`src/hdl/dad_pkg.sv`:
```
// Shared types, constants and month-length helpers for the date-add-days unit.
// No dependencies.
package dad_pkg;

    localparam int unsigned YEAR_W  = 14;
    localparam int unsigned MONTH_W = 4;
    localparam int unsigned DAY_W   = 5;
    localparam int unsigned ADD_W   = 15;
    localparam int unsigned REM_W   = 16;  // day count, worst case ~33200
    localparam int unsigned YINT_W  = 15;  // internal year, room for carry past 16383
    localparam int unsigned LEN_W   = 5;
    localparam int unsigned MOD_W   = 9;   // year mod 400
    localparam int unsigned STEP_W  = 3;

    localparam int unsigned IN_DATA_W  = 40;
    localparam int unsigned OUT_DATA_W = 24;

    localparam logic [YEAR_W-1:0]  CYCLE_YEARS = YEAR_W'(400);
    localparam logic [STEP_W-1:0]  MOD_STEPS   = STEP_W'(5);  // 400 << 6 > 16383
    localparam logic [MOD_W-1:0]   MOD_LAST    = MOD_W'(399);
    localparam logic [MONTH_W-1:0] JANUARY     = MONTH_W'(1);
    localparam logic [MONTH_W-1:0] FEBRUARY    = MONTH_W'(2);
    localparam logic [MONTH_W-1:0] DECEMBER    = MONTH_W'(12);

    typedef enum logic [4:0] {
        ST_IDLE = 5'b00001,
        ST_MOD  = 5'b00010,
        ST_DOY  = 5'b00100,
        ST_WALK = 5'b01000,
        ST_DONE = 5'b10000
    } t_state;

    // y mod 4 == 0 and not a century, unless a multiple of 400.
    function automatic logic is_leap(input logic [1:0] y_low, input logic [MOD_W-1:0] y_mod400);
        logic century;
        century = y_mod400 inside {MOD_W'(100), MOD_W'(200), MOD_W'(300)};
        return (y_low == 2'd0) && !century;
    endfunction

    // Months outside 1..12 count as zero days.
    function automatic logic [LEN_W-1:0] month_len(input logic [MONTH_W-1:0] m,
                                                   input logic leap);
        logic [LEN_W-1:0] len;
        case (m)
            4'd1, 4'd3, 4'd5, 4'd7, 4'd8, 4'd10, 4'd12: len = LEN_W'(31);
            4'd4, 4'd6, 4'd9, 4'd11:                    len = LEN_W'(30);
            FEBRUARY: len = leap ? LEN_W'(29) : LEN_W'(28);
            default:  len = '0;
        endcase
        return len;
    endfunction

endpackage

```
`src/hdl/date_add_days_unit.sv`:
```
// Adds a day count to a Gregorian date with one shared add/subtract unit under a sequencer.
// Depends on dad_pkg.
//
// Sequence: accept, reduce the year modulo 400, accumulate the day of year over the months
//   before start_month, walk month by month, then register the output (held while it stalls).
// Throughput: one request at a time; the month walk, one month per cycle, sets the rate.
// Reset: synchronous, active low; returns to idle and drops the output valid.
module date_add_days_unit
    import dad_pkg::*;
(
    input  logic                  i_clk,
    input  logic                  i_rst_n,
    input  logic                  s_axis_tvalid,
    output logic                  s_axis_tready,
    // start_year[13:0], start_month[17:14], start_day[22:18], days_to_add[37:23], zero pad
    input  logic [IN_DATA_W-1:0]  s_axis_tdata,
    output logic                  m_axis_tvalid,
    input  logic                  m_axis_tready,
    // end_year[13:0], end_month[17:14], end_day[22:18], zero pad
    output logic [OUT_DATA_W-1:0] m_axis_tdata
);

    t_state               r_state, n_state;
    logic [YINT_W-1:0]    r_year, n_year;
    logic [YEAR_W-1:0]    r_ymod, n_ymod;
    logic [STEP_W-1:0]    r_step, n_step;
    logic [MONTH_W-1:0]   r_smon, n_smon;
    logic [MONTH_W-1:0]   r_mon, n_mon;
    logic [REM_W-1:0]     r_rem, n_rem;
    logic                 r_out_valid, n_out_valid;
    logic [OUT_DATA_W-1:0] r_out_data, n_out_data;

    logic                 leap;
    logic [LEN_W-1:0]     len;
    logic [REM_W-1:0]     alu_opb;
    logic                 alu_sub;
    logic [REM_W-1:0]     alu_res;
    logic [YEAR_W:0]      mod_diff;
    logic                 out_free;

    assign leap = is_leap(r_year[1:0], r_ymod[MOD_W-1:0]);
    assign len  = month_len(r_mon, leap);

    // Shared unit: accumulates month lengths, then peels them off.
    assign alu_sub = (r_state == ST_WALK);
    assign alu_opb = REM_W'(len);
    assign alu_res = alu_sub ? (r_rem - alu_opb) : (r_rem + alu_opb);

    // Restoring reduction of the start year modulo 400.
    assign mod_diff = {1'b0, r_ymod} - {1'b0, YEAR_W'(CYCLE_YEARS << r_step)};

    assign out_free      = !r_out_valid || m_axis_tready;
    assign s_axis_tready = (r_state == ST_IDLE);
    assign m_axis_tvalid = r_out_valid;
    assign m_axis_tdata  = r_out_data;

    always_comb begin
        n_state     = r_state;
        n_year      = r_year;
        n_ymod      = r_ymod;
        n_step      = r_step;
        n_smon      = r_smon;
        n_mon       = r_mon;
        n_rem       = r_rem;
        n_out_valid = r_out_valid;
        n_out_data  = r_out_data;

        if (r_out_valid && m_axis_tready) begin
            n_out_valid = 1'b0;
        end

        case (r_state)
            ST_IDLE: begin
                if (s_axis_tvalid) begin
                    n_year  = YINT_W'(s_axis_tdata[13:0]);
                    n_ymod  = s_axis_tdata[13:0];
                    n_smon  = s_axis_tdata[17:14];
                    n_rem   = REM_W'(s_axis_tdata[22:18]) + REM_W'(s_axis_tdata[37:23]);
                    n_step  = MOD_STEPS;
                    n_mon   = JANUARY;
                    n_state = ST_MOD;
                end
            end
            ST_MOD: begin
                if (!mod_diff[YEAR_W]) begin
                    n_ymod = mod_diff[YEAR_W-1:0];
                end
                if (r_step == '0) begin
                    n_state = ST_DOY;
                end else begin
                    n_step = r_step - STEP_W'(1);
                end
            end
            ST_DOY: begin
                if (r_mon < r_smon) begin
                    n_rem = alu_res;
                    n_mon = r_mon + MONTH_W'(1);
                end else begin
                    n_mon   = JANUARY;
                    n_state = ST_WALK;
                end
            end
            ST_WALK: begin
                if (r_rem > REM_W'(len)) begin
                    n_rem = alu_res;
                    if (r_mon == DECEMBER) begin
                        n_mon  = JANUARY;
                        n_year = r_year + YINT_W'(1);
                        n_ymod = (r_ymod[MOD_W-1:0] == MOD_LAST) ? '0
                               : YEAR_W'(r_ymod[MOD_W-1:0] + MOD_W'(1));
                    end else begin
                        n_mon = r_mon + MONTH_W'(1);
                    end
                end else begin
                    n_state = ST_DONE;
                end
            end
            ST_DONE: begin
                if (out_free) begin
                    n_out_valid = 1'b1;
                    n_out_data  = {1'b0, r_rem[DAY_W-1:0], r_mon, r_year[YEAR_W-1:0]};
                    n_state     = ST_IDLE;
                end
            end
            default: begin
                n_state = ST_IDLE;
            end
        endcase
    end

    always_ff @(posedge i_clk) begin
        if (!i_rst_n) begin
            r_state     <= ST_IDLE;
            r_out_valid <= 1'b0;
        end else begin
            r_state     <= n_state;
            r_out_valid <= n_out_valid;
        end
        r_year     <= n_year;
        r_ymod     <= n_ymod;
        r_step     <= n_step;
        r_smon     <= n_smon;
        r_mon      <= n_mon;
        r_rem      <= n_rem;
        r_out_data <= n_out_data;
    end

endmodule

```
`config.mk`:
```
export PLATFORM = sky130hd
export DESIGN_NAME = date_add_days_unit
export DESIGN_NICKNAME = d
export VERILOG_FILES = /design/src/hdl/dad_pkg.sv /design/src/hdl/date_add_days_unit.sv
export SDC_FILE = /design/constraint.sdc
export NUM_CORES = 1
export LEC_CHECK = 0
export BUFFER_PORTS_ARGS = -buffer_cell sky130_fd_sc_hd__buf_2
export CORE_AREA = 2 2 112 87
export DETAILED_ROUTE_END_ITERATION = 8
export DIE_AREA = 0 0 114 89
export PLACE_DENSITY = 0.88
export SYNTH_ARGS = -nofsm -noshare
export SYNTH_HDL_FRONTEND = slang
export SYNTH_SLANG_ARGS = --single-unit
```
`constraint.sdc`:
```
create_clock -name i_clk -period 8.4 [get_ports i_clk]
set_input_delay 1.26 -clock i_clk [delete_from_list [all_inputs] [get_ports i_clk]]
set_output_delay 1.26 -clock i_clk [all_outputs]
set_load 0.02 [all_outputs]
```
==> metrics.yaml <==
finalCoreUtilization: 0.714
preCtsSetupSlack_ns: 3.68
final_period_utilization: 0.570
syn_inst: 568
grt_first_pass_wirelength_um: 22200
clock_tree_from_tritoncts: "built"
floorplan.die_area_um2: 10100
routabilityCongestion: 0.907
final_area_um2: 6370
critPathArrivalTime_ns: 4.76
final.setup.worst_slack_ns: 3.61
worst-path-max-fanout: 14
cts_setup_buffers: 0
slew_headroom: 0.240
total_power_mw: 1.19
drtAntennaViolNets: 0
tightestPinTransition_ns: 1.13
synth.most_common_cell: "sky130_fd_sc_hd__edfxtp_1"
final_cell_count_no_fill: 749
worstSetupStartpointType: "register"
r2r.worst_path.cells: 10
clk_lat_worst_skew_ns: 0.35
route.final.wire_length_um: 13800
detail_route.wl_per_cell_um: 18.4
clock-root-buffer: "sky130_fd_sc_hd__clkbuf_16"
slew_viol_final: 0
vias_per_cell: 6.40
tritoncts.num_buffers: 9
synthDominantCellAreaShare: 0.416
grt_util_all_layers: 0.282
whs_path_depth: 0
critical_path_class: "register to register"
die_height_um: 89
io_pins: 70
post_dp_area_um2: 6070
grt_start_max_net_pins: 46
worst_hold_path_type: "register to register"
synthTopCellsByCount: "sky130_fd_sc_hd__edfxtp_1 (78), sky130_fd_sc_hd__nand2_1 (56), sky130_fd_sc_hd__nor2_1 (43)"
ys_async_sr_fraction: 0
power_density_nw_per_um2: 187
yosysSeqAreaShare: 0.438
status: "completed"
port-buffer-count: 66
report.final.setup_viol: 0
cts-root-to-sink-buffers: 2
clock-skew-final_ns: 0.00960
hold_violations: 0
rows: 30
startpoint: "r_mon[0]"
synth_unique_cells: 69
max_freq_mhz: 209
hold_endpoint: "m_axis_tdata[13]"
final_net_count: 721
final.setup.tns_ns: 0
cts_sinks: 84
cts-hold-fix-buffers: 0
r2r-end: "r_year[12]"
total_via_count_after_detailed_routing: 4797
detail_route.iter0.violations: 532
hold_path_start: "r_year[13]"
synth_largest_area_cell: "sky130_fd_sc_hd__edfxtp_1"
postSynth.topFlopCell: "sky130_fd_sc_hd__edfxtp_1"
antenna_found_initial: 0
drt_drc_violations_left: 0
synth.top_cells.by_area: "sky130_fd_sc_hd__edfxtp_1 (42%), sky130_fd_sc_hd__ha_1 (9.3%), sky130_fd_sc_hd__xnor2_1 (4.0%)"
grt-ovfl-total: 0
end_kind: "register"
synth.net_count: 657
floorplan.die.width_um: 114
initial_utilization: 0.630
setup_repair_after_global_routing_missed_its_margin: "false"
drt-pass1-iter-count: 5
synth_enable_flop_cells: 78
period_needed_ns: 4.79
worst_ep_required_time_ns: 8.37
core-area_um2: 8930
r2r_setup_slack_ns: 3.61
post_synth.cell_area_avg_um2: 9.91
syn-cell-area_um2: 5630
dpl.hpwl_um: 9890
r2r-start: "r_mon[0]"
numPlacedInstances: 733
clk_transition_reported_paths_ns: 0.07
cap_viol_max_count: 0
grt_pass1_vias: 4449
cts_max_level: 3
ys_ff_latch: 84
cts_resized: 0
worst_vdd_ir_mv: 0.117
insertedDiodeCount: 0
area_growth_pct: 13.3
fin_worst_hold_slack_ns: 0.479
final_layout_size_suffix_gt1_frac: 0.160
static-leakage-power_nw: 2.53
synth.yosys.warnings: 0
how the worst max path moves through the flow:
stage | depth (start not counted) | to | slack, ns
2_1_floorplan | 10 | r_ymod[0] | 3.69
3_5_place_dp | 10 | r_year[12] | 3.68
5_1_grt | 10 | r_year[13] | 3.06
3_3_place_gp | 10 | r_year[12] | 3.90
4_1_cts | 10 | r_year[1] | 3.63
6_report | 10 | r_year[12] | 3.61
per-layer routing:
metal | wire (µm) | vias to the layer above | GRT usage
li1 | - | 2238 | -
met1 | 6130 | 2242 | 0.402
met2 | 6220 | 290 | 0.443
met3 | 1230 | 27 | 0.0563
met4 | 194 | 0 | 0.0854
met5 | 0 | - | 0
report_power, final:
part | switching, mW | leakage, nW | internal (mW)
combinational | 0.144 | 1.61 | 0.0990
sequential | 0.0363 | 0.774 | 0.497
clock | 0.179 | 0.150 | 0.235
total | 0.360 | 2.53 | 0.831
cell families after synthesis:
group,count (synthesis),synth area share
adder cells (fa/ha/maj),45,0.104
other,1,0.000666
multiplexers,5,0.00890
XOR/XNOR,45,0.0700
AND/OR/NAND/NOR,203,0.191
buffers and inverters,48,0.0345
flip-flops,84,0.438
AO/OA/AOI/OAI,137,0.153
state kept, by name, summed over array words and instances (netlist names):
register	flops
m_axis_tdata	23
r_rem	16
r_year	14
r_ymod	14
r_state	5
r_mon	4
r_smon	4
r_step	3
m_axis_tvalid	1
final cells by class:
type	count	area, µm²
multi-input cells	436	2990
flip-flops and latches	84	2460
well taps	112	140
inverters	31	116
clock buffers	9	225
clock inverters	7	80.1
repair buffers	70	360
fillers	652	2560
cells in the final DEF, fill, tap and decap left out, drive strengths merged, types with 5 or more instances in the layout:
master	n
clkbuf	9
o211ai	6
nor3	16
o22ai	6
a211oi	5
nand4	9
nand2	57
xor2	19
o21ai	42
and3	9
a22oi	5
buf	70
nand3b	5
a21o	8
a21oi	30
edfxtp	78
nor2b	9
a31oi	5
dfxtp	6
mux2i	5
nand3	20
inv	35
nor4	6
nor2	43
xnor2	26
ha	42
worst max-delay path, cell delays in order, from the launching register on:
cell                        delay [ns]
sky130_fd_sc_hd__edfxtp_1         0.48
sky130_fd_sc_hd__inv_1            0.12
sky130_fd_sc_hd__ha_1             0.26
sky130_fd_sc_hd__o21ai_0          0.65
sky130_fd_sc_hd__o21ai_0          0.49
sky130_fd_sc_hd__ha_1             0.53
sky130_fd_sc_hd__nor2b_1          0.19
sky130_fd_sc_hd__a2111oi_0        0.35
sky130_fd_sc_hd__o21ai_0          0.16
sky130_fd_sc_hd__and3_1           0.25
sky130_fd_sc_hd__a211oi_2         0.91
Power figures use the tool's default switching activity.
